File: src/sv/lls_pkg.sv
// ============================================================================
// Lane line steering decision package
// Shared widths, codes, the configuration and item types, and small helpers.
// ============================================================================
package lls_pkg;

    localparam int LIM_W     = 15;
    localparam int SLOPE_W   = 16;
    localparam int PTS_W     = 12;
    localparam int DEN_W     = PTS_W + 1;
    localparam int STEER_W   = 16;
    localparam int PATH_W    = 2;
    localparam int CFG_IDX_W = 3;
    localparam int OPA_W     = SLOPE_W + 1;
    localparam int OPB_W     = DEN_W;
    localparam int ACC_W     = 30;

    localparam logic [CFG_IDX_W-1:0] CFG_CENTER    = 3'd0;
    localparam logic [CFG_IDX_W-1:0] CFG_STRAIGHT  = 3'd1;
    localparam logic [CFG_IDX_W-1:0] CFG_SMALL_LIM = 3'd2;
    localparam logic [CFG_IDX_W-1:0] CFG_TURN_LIM  = 3'd3;
    localparam logic [CFG_IDX_W-1:0] CFG_SMALL_V   = 3'd4;
    localparam logic [CFG_IDX_W-1:0] CFG_TURN_V    = 3'd5;
    localparam logic [CFG_IDX_W-1:0] CFG_MAX_V     = 3'd6;

    localparam logic [PATH_W-1:0] PATH_HELD  = 2'd0;
    localparam logic [PATH_W-1:0] PATH_CLEAR = 2'd1;
    localparam logic [PATH_W-1:0] PATH_NEAR  = 2'd2;
    localparam logic [PATH_W-1:0] PATH_ONE   = 2'd3;

    typedef struct packed {
        logic [LIM_W-1:0] center;
        logic [LIM_W-1:0] straight;
        logic [LIM_W-1:0] small_lim;
        logic [LIM_W-1:0] turn_lim;
        logic [LIM_W-1:0] small_v;
        logic [LIM_W-1:0] turn_v;
        logic [LIM_W-1:0] max_v;
    } t_cfg;

    typedef struct packed {
        logic signed [SLOPE_W-1:0] slope_a;
        logic signed [SLOPE_W-1:0] offset_a;
        logic [PTS_W-1:0]          points_a;
        logic                      found_a;
        logic signed [SLOPE_W-1:0] slope_b;
        logic signed [SLOPE_W-1:0] offset_b;
        logic [PTS_W-1:0]          points_b;
        logic                      found_b;
    } t_item;

    typedef enum logic [1:0] {
        ACC_HOLD,
        ACC_LOAD,
        ACC_ADD
    } t_acc_op;

    typedef struct packed {
        logic    prod_en;
        t_acc_op acc_op;
    } t_mac_ctl;

    // Fixed-point reset value of tenths/10, rounded and saturated to 15 bits.
    function automatic logic [LIM_W-1:0] q_tenths(int unsigned tenths, int unsigned frac);
        longint unsigned v;
        v = ((longint'(tenths) << frac) + 5) / 10;
        if (v > 32767) begin
            return 15'h7fff;
        end
        return LIM_W'(v);
    endfunction

    // Magnitude of a 16-bit signed value; the most negative value gives 32768.
    function automatic logic [SLOPE_W:0] abs16(logic signed [SLOPE_W-1:0] v);
        logic signed [SLOPE_W:0] w;
        w = {v[SLOPE_W-1], v};
        if (w[SLOPE_W]) begin
            return (SLOPE_W+1)'(-w);
        end
        return (SLOPE_W+1)'(w);
    endfunction

endpackage

File: src/sv/lls_mac.sv
// ============================================================================
// Shared multiply-accumulate unit
// One signed multiplier with a registered product and an accumulator behind it.
// ============================================================================
module lls_mac (
    input  logic                              i_clk,
    input  lls_pkg::t_mac_ctl                 i_ctl,
    input  logic signed [lls_pkg::OPA_W-1:0]  i_op_a,
    input  logic [lls_pkg::OPB_W-1:0]         i_op_b,
    output logic signed [lls_pkg::ACC_W-1:0]  o_prod,
    output logic signed [lls_pkg::ACC_W-1:0]  o_acc
);
    import lls_pkg::*;

    logic signed [OPA_W+OPB_W:0] w_full;
    logic signed [ACC_W-1:0]     r_prod;
    logic signed [ACC_W-1:0]     r_acc;

    // All products used here stay below 2^28 in magnitude.
    assign w_full = i_op_a * $signed({1'b0, i_op_b});

    always_ff @(posedge i_clk) begin
        if (i_ctl.prod_en) begin
            r_prod <= w_full[ACC_W-1:0];
        end
        case (i_ctl.acc_op)
            ACC_LOAD: r_acc <= r_prod;
            ACC_ADD:  r_acc <= r_acc + r_prod;
            default:  r_acc <= r_acc;
        endcase
    end

    assign o_prod = r_prod;
    assign o_acc  = r_acc;

endmodule

File: src/sv/lls_seq.sv
// ============================================================================
// Steering decision sequencer
// Steps the shared multiplier through the mean numerator and the scaled
// thresholds, then picks the steering value and holds it in the output stage.
// ============================================================================
module lls_seq (
    input  logic                               i_clk,
    input  logic                               i_rst_n,
    input  lls_pkg::t_cfg                      i_cfg,
    input  logic                               i_in_valid,
    output logic                               o_in_ready,
    input  lls_pkg::t_item                     i_item,
    output logic                               o_out_valid,
    input  logic                               i_out_ready,
    output logic signed [lls_pkg::STEER_W-1:0] o_steer,
    output logic [lls_pkg::PATH_W-1:0]         o_path
);
    import lls_pkg::*;

    typedef enum logic [7:0] {
        S_IDLE = 8'b0000_0001,
        S_MA   = 8'b0000_0010,
        S_MB   = 8'b0000_0100,
        S_NUM  = 8'b0000_1000,
        S_T1   = 8'b0001_0000,
        S_T2   = 8'b0010_0000,
        S_T3   = 8'b0100_0000,
        S_DEC  = 8'b1000_0000
    } t_state;

    t_state                    r_state, n_state;
    t_item                     r_item;
    logic signed [STEER_W-1:0] r_held;
    logic                      r_ovalid;
    logic signed [STEER_W-1:0] r_osteer;
    logic [PATH_W-1:0]         r_opath;
    logic                      r_gt_st, r_ge_sm, r_ge_tu;

    t_mac_ctl                  w_ctl;
    logic signed [OPA_W-1:0]   w_op_a;
    logic [OPB_W-1:0]          w_op_b;
    logic signed [ACC_W-1:0]   w_prod, w_acc;
    logic [ACC_W-1:0]          w_an;
    logic [DEN_W-1:0]          w_den_sum, w_den;
    logic                      w_da, w_db;
    logic signed [SLOPE_W-1:0] w_lo, w_ro;
    logic                      w_near_l, w_near_r;
    logic                      w_num_neg, w_num_pos;
    logic [LIM_W-1:0]          w_mag;
    logic                      w_out_free, w_out_load;
    logic signed [STEER_W-1:0] n_steer;
    logic [PATH_W-1:0]         n_path;

    function automatic logic signed [STEER_W-1:0] one_line(
        logic signed [SLOPE_W-1:0] s,
        logic signed [SLOPE_W-1:0] o,
        t_cfg                      c
    );
        logic [SLOPE_W:0]          as_v;
        logic [SLOPE_W:0]          ao_v;
        logic signed [STEER_W-1:0] r;
        as_v = abs16(s);
        ao_v = abs16(o);
        if (ao_v < {2'b00, c.center}) begin
            if (as_v < {2'b00, c.straight}) begin
                r = '0;
            end else if (s > 0) begin
                r = $signed({1'b0, c.turn_v});
            end else begin
                r = -$signed({1'b0, c.turn_v});
            end
        end else if (as_v < {2'b00, c.straight}) begin
            r = '0;
        end else if (as_v < {2'b00, c.small_lim}) begin
            r = $signed({1'b0, c.small_v});
        end else if (as_v < {2'b00, c.turn_lim}) begin
            r = $signed({1'b0, c.turn_v});
        end else begin
            r = $signed({1'b0, c.max_v});
        end
        return r;
    endfunction

    lls_mac u_mac (
        .i_clk  (i_clk),
        .i_ctl  (w_ctl),
        .i_op_a (w_op_a),
        .i_op_b (w_op_b),
        .o_prod (w_prod),
        .o_acc  (w_acc)
    );

    // A zero total count divides by one, so every threshold equals its limit.
    assign w_den_sum = {1'b0, r_item.points_a} + {1'b0, r_item.points_b};
    assign w_den     = (w_den_sum == '0) ? DEN_W'(1) : w_den_sum;
    assign w_an      = w_acc[ACC_W-1] ? ACC_W'(-w_acc) : ACC_W'(w_acc);

    always_comb begin
        w_ctl.prod_en = (r_state != S_IDLE);
        w_ctl.acc_op  = ACC_HOLD;
        w_op_a        = '0;
        w_op_b        = '0;
        case (r_state)
            S_MA: begin
                w_op_a = OPA_W'(r_item.slope_a);
                w_op_b = {1'b0, r_item.points_a};
            end
            S_MB: begin
                w_op_a       = OPA_W'(r_item.slope_b);
                w_op_b       = {1'b0, r_item.points_b};
                w_ctl.acc_op = ACC_LOAD;
            end
            S_NUM: begin
                w_op_a       = $signed({2'b00, i_cfg.straight});
                w_op_b       = w_den;
                w_ctl.acc_op = ACC_ADD;
            end
            S_T1: begin
                w_op_a = $signed({2'b00, i_cfg.small_lim});
                w_op_b = w_den;
            end
            S_T2: begin
                w_op_a = $signed({2'b00, i_cfg.turn_lim});
                w_op_b = w_den;
            end
            default: begin
                w_op_a = '0;
                w_op_b = '0;
            end
        endcase
    end

    assign w_da      = r_item.found_a && (r_item.offset_a != '0);
    assign w_db      = r_item.found_b && (r_item.offset_b != '0);
    // On equal offsets the second line is the left one.
    assign w_lo      = (r_item.offset_a > r_item.offset_b) ? r_item.offset_a : r_item.offset_b;
    assign w_ro      = (r_item.offset_a > r_item.offset_b) ? r_item.offset_b : r_item.offset_a;
    assign w_near_l  = abs16(w_lo) < {2'b00, i_cfg.center};
    assign w_near_r  = abs16(w_ro) < {2'b00, i_cfg.center};
    assign w_num_neg = w_acc < 0;
    assign w_num_pos = w_acc > 0;

    always_comb begin
        if (r_gt_st && !r_ge_sm) begin
            w_mag = i_cfg.small_v;
        end else if (r_ge_sm && !r_ge_tu) begin
            w_mag = i_cfg.turn_v;
        end else if (r_ge_tu) begin
            w_mag = i_cfg.max_v;
        end else begin
            w_mag = '0;
        end
    end

    always_comb begin
        n_steer = r_held;
        n_path  = PATH_HELD;
        if (w_da && w_db) begin
            if (w_near_l || w_near_r) begin
                n_path = PATH_NEAR;
                // A zero mean keeps the held value.
                if (w_near_l) begin
                    if (w_num_neg) begin
                        n_steer = -$signed({1'b0, i_cfg.max_v});
                    end else if (w_num_pos) begin
                        n_steer = $signed({1'b0, i_cfg.small_v});
                    end
                end else begin
                    if (w_num_neg) begin
                        n_steer = $signed({1'b0, i_cfg.small_v});
                    end else if (w_num_pos) begin
                        n_steer = $signed({1'b0, i_cfg.max_v});
                    end
                end
            end else begin
                n_path  = PATH_CLEAR;
                n_steer = w_num_pos ? $signed({1'b0, w_mag}) : -$signed({1'b0, w_mag});
            end
        end else if (w_da) begin
            n_path  = PATH_ONE;
            n_steer = one_line(r_item.slope_a, r_item.offset_a, i_cfg);
        end else if (w_db) begin
            n_path  = PATH_ONE;
            n_steer = one_line(r_item.slope_b, r_item.offset_b, i_cfg);
        end
    end

    assign w_out_free = !r_ovalid || i_out_ready;
    assign w_out_load = (r_state == S_DEC) && w_out_free;

    always_comb begin
        case (r_state)
            S_IDLE:  n_state = i_in_valid ? S_MA : S_IDLE;
            S_MA:    n_state = S_MB;
            S_MB:    n_state = S_NUM;
            S_NUM:   n_state = S_T1;
            S_T1:    n_state = S_T2;
            S_T2:    n_state = S_T3;
            S_T3:    n_state = S_DEC;
            S_DEC:   n_state = w_out_free ? S_IDLE : S_DEC;
            default: n_state = S_IDLE;
        endcase
    end

    always_ff @(posedge i_clk) begin
        if (!i_rst_n) begin
            r_state  <= S_IDLE;
            r_held   <= '0;
            r_ovalid <= 1'b0;
        end else begin
            r_state <= n_state;
            if (w_out_load) begin
                r_held   <= n_steer;
                r_ovalid <= 1'b1;
            end else if (i_out_ready) begin
                r_ovalid <= 1'b0;
            end
        end
    end

    always_ff @(posedge i_clk) begin
        if (r_state == S_IDLE && i_in_valid) begin
            r_item <= i_item;
        end
        case (r_state)
            S_T1:    r_gt_st <= w_an > ACC_W'(w_prod);
            S_T2:    r_ge_sm <= w_an >= ACC_W'(w_prod);
            S_T3:    r_ge_tu <= w_an >= ACC_W'(w_prod);
            default: r_gt_st <= r_gt_st;
        endcase
        if (w_out_load) begin
            r_osteer <= n_steer;
            r_opath  <= n_path;
        end
    end

    assign o_in_ready  = (r_state == S_IDLE);
    assign o_out_valid = r_ovalid;
    assign o_steer     = r_osteer;
    assign o_path      = r_opath;

    a_held_only_on_load: assert property (@(posedge i_clk) disable iff (!i_rst_n)
        !w_out_load |=> $stable(r_held))
        else $error("held steering changed without a result");

    a_no_line_repeats: assert property (@(posedge i_clk) disable iff (!i_rst_n)
        (w_out_load && n_path == PATH_HELD) |-> (n_steer == r_held))
        else $error("no-line result differs from the held value");

    a_clear_sign: assert property (@(posedge i_clk) disable iff (!i_rst_n)
        (w_out_load && n_path == PATH_CLEAR && n_steer < 0) |-> !w_num_pos)
        else $error("clear-road turn sign disagrees with the mean slope");

endmodule

File: src/sv/lane_line_steering_decision_unit.sv
// ============================================================================
// Lane line steering decision unit
// Chooses a steering command from two fitted lane lines per item.
// ============================================================================
//  Channel   Direction  Ports                       Payload
//  s_axis    in         tvalid/tready/tdata/tuser   two fitted lines
//  m_axis    out        tvalid/tready/tdata/tuser   steering and decision path
//  cfg       in         i_cfg_we/idx/data           seven 15-bit limits
//
//  An item runs five multiplier passes, the last compare and the decision
//  to reach the result register; the next is taken once it leaves that step.
//  The input is not ready while an item is in work; it is ready again while
//  a result waits, and an item stalls in its decision step until the result
//  register is free. Reset (synchronous, active low) restores the default
//  limits and clears the held steering value.
module lane_line_steering_decision_unit #(
    parameter int FRAC_BITS        = 12,
    parameter int MAX_CLOUD_POINTS = 4095
) (
    input  logic                              i_clk,
    input  logic                              i_rst_n,
    input  logic                              s_axis_tvalid,
    output logic                              s_axis_tready,
    // slope_a[15:0], offset_a[31:16], points_a[43:32],
    // slope_b[59:44], offset_b[75:60], points_b[87:76]
    input  logic [87:0]                       s_axis_tdata,
    // found_a[0], found_b[1]
    input  logic [1:0]                        s_axis_tuser,
    output logic                              m_axis_tvalid,
    input  logic                              m_axis_tready,
    // steer_value[15:0]
    output logic [15:0]                       m_axis_tdata,
    // decision_path[1:0]
    output logic [1:0]                        m_axis_tuser,
    input  logic                              i_cfg_we,
    input  logic [lls_pkg::CFG_IDX_W-1:0]     i_cfg_idx,
    input  logic [lls_pkg::LIM_W-1:0]         i_cfg_data
);
    import lls_pkg::*;

    localparam logic [LIM_W-1:0] RST_CENTER    = q_tenths(3, FRAC_BITS);
    localparam logic [LIM_W-1:0] RST_STRAIGHT  = q_tenths(2, FRAC_BITS);
    localparam logic [LIM_W-1:0] RST_SMALL_LIM = q_tenths(4, FRAC_BITS);
    localparam logic [LIM_W-1:0] RST_TURN_LIM  = q_tenths(10, FRAC_BITS);
    localparam logic [LIM_W-1:0] RST_SMALL_V   = q_tenths(2, FRAC_BITS);
    localparam logic [LIM_W-1:0] RST_TURN_V    = q_tenths(3, FRAC_BITS);
    localparam logic [LIM_W-1:0] RST_MAX_V     = q_tenths(4, FRAC_BITS);
    localparam logic [15:0]      MAX_PTS       = 16'(MAX_CLOUD_POINTS);

    t_cfg                      r_cfg;
    t_item                     w_item;
    logic [PTS_W-1:0]          w_pa_raw, w_pb_raw;
    logic signed [STEER_W-1:0] w_steer;

    always_ff @(posedge i_clk) begin
        if (!i_rst_n) begin
            r_cfg.center    <= RST_CENTER;
            r_cfg.straight  <= RST_STRAIGHT;
            r_cfg.small_lim <= RST_SMALL_LIM;
            r_cfg.turn_lim  <= RST_TURN_LIM;
            r_cfg.small_v   <= RST_SMALL_V;
            r_cfg.turn_v    <= RST_TURN_V;
            r_cfg.max_v     <= RST_MAX_V;
        end else if (i_cfg_we) begin
            case (i_cfg_idx)
                CFG_CENTER:    r_cfg.center    <= i_cfg_data;
                CFG_STRAIGHT:  r_cfg.straight  <= i_cfg_data;
                CFG_SMALL_LIM: r_cfg.small_lim <= i_cfg_data;
                CFG_TURN_LIM:  r_cfg.turn_lim  <= i_cfg_data;
                CFG_SMALL_V:   r_cfg.small_v   <= i_cfg_data;
                CFG_TURN_V:    r_cfg.turn_v    <= i_cfg_data;
                CFG_MAX_V:     r_cfg.max_v     <= i_cfg_data;
                default:       r_cfg           <= r_cfg;
            endcase
        end
    end

    assign w_pa_raw = s_axis_tdata[43:32];
    assign w_pb_raw = s_axis_tdata[87:76];

    // Point counts saturate at the cloud size limit.
    always_comb begin
        w_item.slope_a  = $signed(s_axis_tdata[15:0]);
        w_item.offset_a = $signed(s_axis_tdata[31:16]);
        w_item.points_a = ({4'b0, w_pa_raw} > MAX_PTS) ? MAX_PTS[PTS_W-1:0] : w_pa_raw;
        w_item.found_a  = s_axis_tuser[0];
        w_item.slope_b  = $signed(s_axis_tdata[59:44]);
        w_item.offset_b = $signed(s_axis_tdata[75:60]);
        w_item.points_b = ({4'b0, w_pb_raw} > MAX_PTS) ? MAX_PTS[PTS_W-1:0] : w_pb_raw;
        w_item.found_b  = s_axis_tuser[1];
    end

    lls_seq u_seq (
        .i_clk       (i_clk),
        .i_rst_n     (i_rst_n),
        .i_cfg       (r_cfg),
        .i_in_valid  (s_axis_tvalid),
        .o_in_ready  (s_axis_tready),
        .i_item      (w_item),
        .o_out_valid (m_axis_tvalid),
        .i_out_ready (m_axis_tready),
        .o_steer     (w_steer),
        .o_path      (m_axis_tuser)
    );

    assign m_axis_tdata = w_steer;

endmodule
File: config.mk
export PLATFORM = sky130hd
export DESIGN_NAME = lane_line_steering_decision_unit
export DESIGN_NICKNAME = d
export VERILOG_FILES = /design/src/sv/lls_pkg.sv /design/src/sv/lls_mac.sv /design/src/sv/lls_seq.sv /design/src/sv/lane_line_steering_decision_unit.sv
export SDC_FILE = /design/constraint.sdc
export NUM_CORES = 2
export LEC_CHECK = 0
export BUFFER_PORTS_ARGS = -buffer_cell sky130_fd_sc_hd__buf_4
export CORE_MARGIN = 2
export CORE_UTILIZATION = 46
export DETAILED_ROUTE_END_ITERATION = 16
export GPL_TIMING_DRIVEN = 0
export HOLD_SLACK_MARGIN = 0.03
export PLACE_DENSITY = 0.72
export SLEW_MARGIN = 40
export SYNTH_ARGS = -nofsm -noshare
export SYNTH_HDL_FRONTEND = slang
export SYNTH_HIERARCHICAL = 1
export SYNTH_SLANG_ARGS = --single-unit
File: constraint.sdc
create_clock -name i_clk -period 15.5 [get_ports i_clk]
set_clock_uncertainty 0.1 [all_clocks]
set_input_delay 1.55 -clock i_clk [delete_from_list [all_inputs] [get_ports i_clk]]
set_output_delay 1.55 -clock i_clk [all_outputs]
set_load 0.005 [all_outputs]
==> results.md <==
- Layout cell share with drive strength beyond 1: approximately 8.6%
- Peak supply drop: 113 uV
- Die H: around 270 um
- Largest fanout on the critical path: 10
- Clock-pin transition on the worst setup and hold timing paths: around 60 ps
- Post-CTS setup buffers: 0
- GR peak layer: met2
- Status: finished clean
- Startpoint types: register
- WL/cell: 21.9 um
- Hold Violations, Final: 0
- Slew HR: between 30% and 40%
- Pins Over Slew Limit: 0
- Vias in the first global route: 27500
- Root Buffer: clkbuf_16
- Cells after synthesis: 3681
- Yosys reg bits: 301
- Core area: 70100 sq um
- Asr flop ratio synth: 0%
- # nets final: 4489
- Via/cell ratio: 5.91
- Clock Tree Buf Depth: 3
- Setup-failing EPs final: 0
- Placed cell areas: around 35000 sq um
- Post-synth top cells: inv_1 (418), nand2_1 (391), ha_1 (311)
- DIE AREA: 73200 sq um
- Cell Area, Synth: 32700 sq um
- Cell with the most instances after synthesis: inv_1
- Crit. End Element: register
- Post-Syn Nets: 4316
- TNS Setup: 0 ps
- GRT met2 Usage: 42.5%
- Critical Path RT: 15700 ps
- Crit Path Class: reg2reg
- Top FF cell, synth: edfxtp_1
- # IOs: 133
- WP data arrival: 9930 ps
- DR vias: 28500
- Initial drt markers: 2951
- Top-area cell type share of the netlist area: 15.7%
- Power per Cell Area: between 70 and 80 nW/um^2
- Final period demand of the worst path: 9730 ps
- Top cells by area in the synthesized netlist: edfxtp_1 (16%), fa_1 (13%), ha_1 (12%)
- Worst-Margin Slew: 945 ps
- TritonRoute pass-1 iters: 7
- Number of synthesized flops with an enable pin: 171
- Largest net degree at the start of global routing: 40
- Detailed placement HPWL: 83900 um
- Routability cong.: 1.04
- CTS H-Tree Depth: 2
- Post-synthesis cell type count: 103
- First-pass GRT wire length: 161000 um
- Max-cap violations: 0
- # hold bufs at CTS: 0
- Period Utilization, post-route: 62.8%
- Family with the most delay on the worst path: adder cells
- LEAKAGE: 16.0 nW
- Most common cell on crit path: fa_1
- GRT Util Overall: 28.3%
- PortBufs: 128
- Syn_area_per_cell: between 8 and 9 sq um
- Rows: 97
- Initial antenna violation count: 3
- Worst skew pair latency: just under 600 ps
- Min-Delay Path Class: reg2reg
- Max stage delay on crit path: about 730 ps
- # DRC: 0
- Buffers plus inverters on the worst setup path: 8
- Clock buffer count from CTS: 37
- Post-route cell area: 36200 sq um
- Initial Util: 46.6%
- Post-CTS sizing: 0
- RSZ-0062 raised after global routing: false
- Slowest-stage cell, CP: fa_1
- Register area share after synthesis: 23.7%
- Max Clk Rate: 103 MHz
- Ys Warns: 6
- CTS tree: yes
- GRT met3 Usage: 6.08%
- Area Overhead vs Synth: 10.7%
- Dominant cell type by area after synthesis: edfxtp_1
- Min Hold Slack: approximately 360 ps
- Antenna-violating nets left: 0
- GR Overflow Total: 0
- Finished Core Util: 51.6%
- GR Layer Usage met1: slightly below 40%
- Routed WL: 105000 um
- CTS sink count: 301
- Die width: 271 um
-- worst paths after layout --
check                         startpoint                          endpoint  slack [ps]  cells after the start
max reg2reg  u_seq/r_state[3]$_SDFF_PN0_  u_seq/u_mac/o_prod[27]$_DFFE_PP_        5770                     28
max          u_seq/r_state[3]$_SDFF_PN0_  u_seq/u_mac/o_prod[27]$_DFFE_PP_        5770                     28
min               r_cfg[19]$_SDFFE_PN0P_            r_cfg[19]$_SDFFE_PN0P_         360                      2
min reg2reg       r_cfg[19]$_SDFFE_PN0P_            r_cfg[19]$_SDFFE_PN0P_         360                      2
-- layout by cell type, fill, tap and decap left out, drive strengths merged, types with 26 or more instances in the layout --
master  Yosys  layout
fa        211     211
dfxtp     130     130
buf        50     184
xor2       36      36
nand2     393     393
nand3      79      79
and2      139     139
nor2b      69      69
nand4      37      37
mux2i     144     144
a22oi      39      39
o21ai     153     153
a21o       48      48
edfxtp    171     171
clkbuf    121     169
nor4       32      32
ha        311     311
a21oi     173     173
inv       418     424
a31oi      27      27
or3        26      26
a211oi     37      37
o31ai      43      43
xnor2     166     166
nor3       61      61
nor2      169     169
o21a       27      27
-- worst register-to-register path, delay by kind of cell (launching register included) --
family / cells / cell delay, ps
buffers and inverters: 8 / 2100
flip-flops: 1 / 370
adder cells (fa/ha/maj): 7 / 3690
AO/OA/AOI/OAI: 7 / 1630
AND/OR/NAND/NOR: 5 / 1490
XOR/XNOR: 1 / 80
-- stage by stage --
step | power (W) | cells | setup slack [ps]
after global placement | 0.00185 | 4749 | 6000
final | 0.00274 | 4824 | 5770
after CTS | 0.00273 | 4823 | 5870
after global routing | 0.00287 | 4823 | 5240
after detailed placement | 0.00186 | 4755 | 5950
after floorplan | 0.00157 | 3681 | 7500
-- sequential cells by signal, summed over array words and instances (netlist names) --
name / cells
u_seq/r_ge_sm: 1
u_seq/r_held: 16
u_seq/r_gt_st: 1
u_seq/u_mac/o_acc: 30
u_seq/o_steer: 16
u_seq/u_mac/o_prod: 30
u_seq/o_path: 2
u_seq/r_state: 8
u_seq/r_ge_tu: 1
u_seq/o_out_valid: 1
u_seq/r_item: 90
r_cfg: 105
-- area by class of cell --
type / instances / area (sq um)
sequential: 301 / 7740
inverter: 418 / 1570
antenna: 1 / 2.50
multi-input combinational: 2789 / 22700
fill: 6586 / 34000
buffer: 173 / 783
timing repair buffer: 134 / 1030
clock buffer: 48 / 1020
tap: 940 / 1180
clock inverter: 20 / 184
-- power by group --
part / internal (W) / switching [W] / leakage [nW]
Combinational: 0.000356 / 0.000584 / 12.7
Clock: 0.000488 / 0.000367 / 0.576
Sequential: 0.000896 / 0.0000482 / 2.67
Total: 0.00174 / 0.000999 / 16.0
-- cells by family after synthesis --
kind of cell	Yosys count	synth area share, %
simple gates	1155	18.2
compound gates	742	15.4
buf+inv	591	7.19
fa+ha+maj	522	24.8
flops	301	23.7
xor+xnor	202	5.41
mux	168	5.24
-- per-layer routing --
metal  vias up  wire, um
met1     13600     45700
met5         -        32
met2      1385     44500
met4         6      4480
met3       243     10700
li1      13300         -
Power figures use the tool's default switching activity.
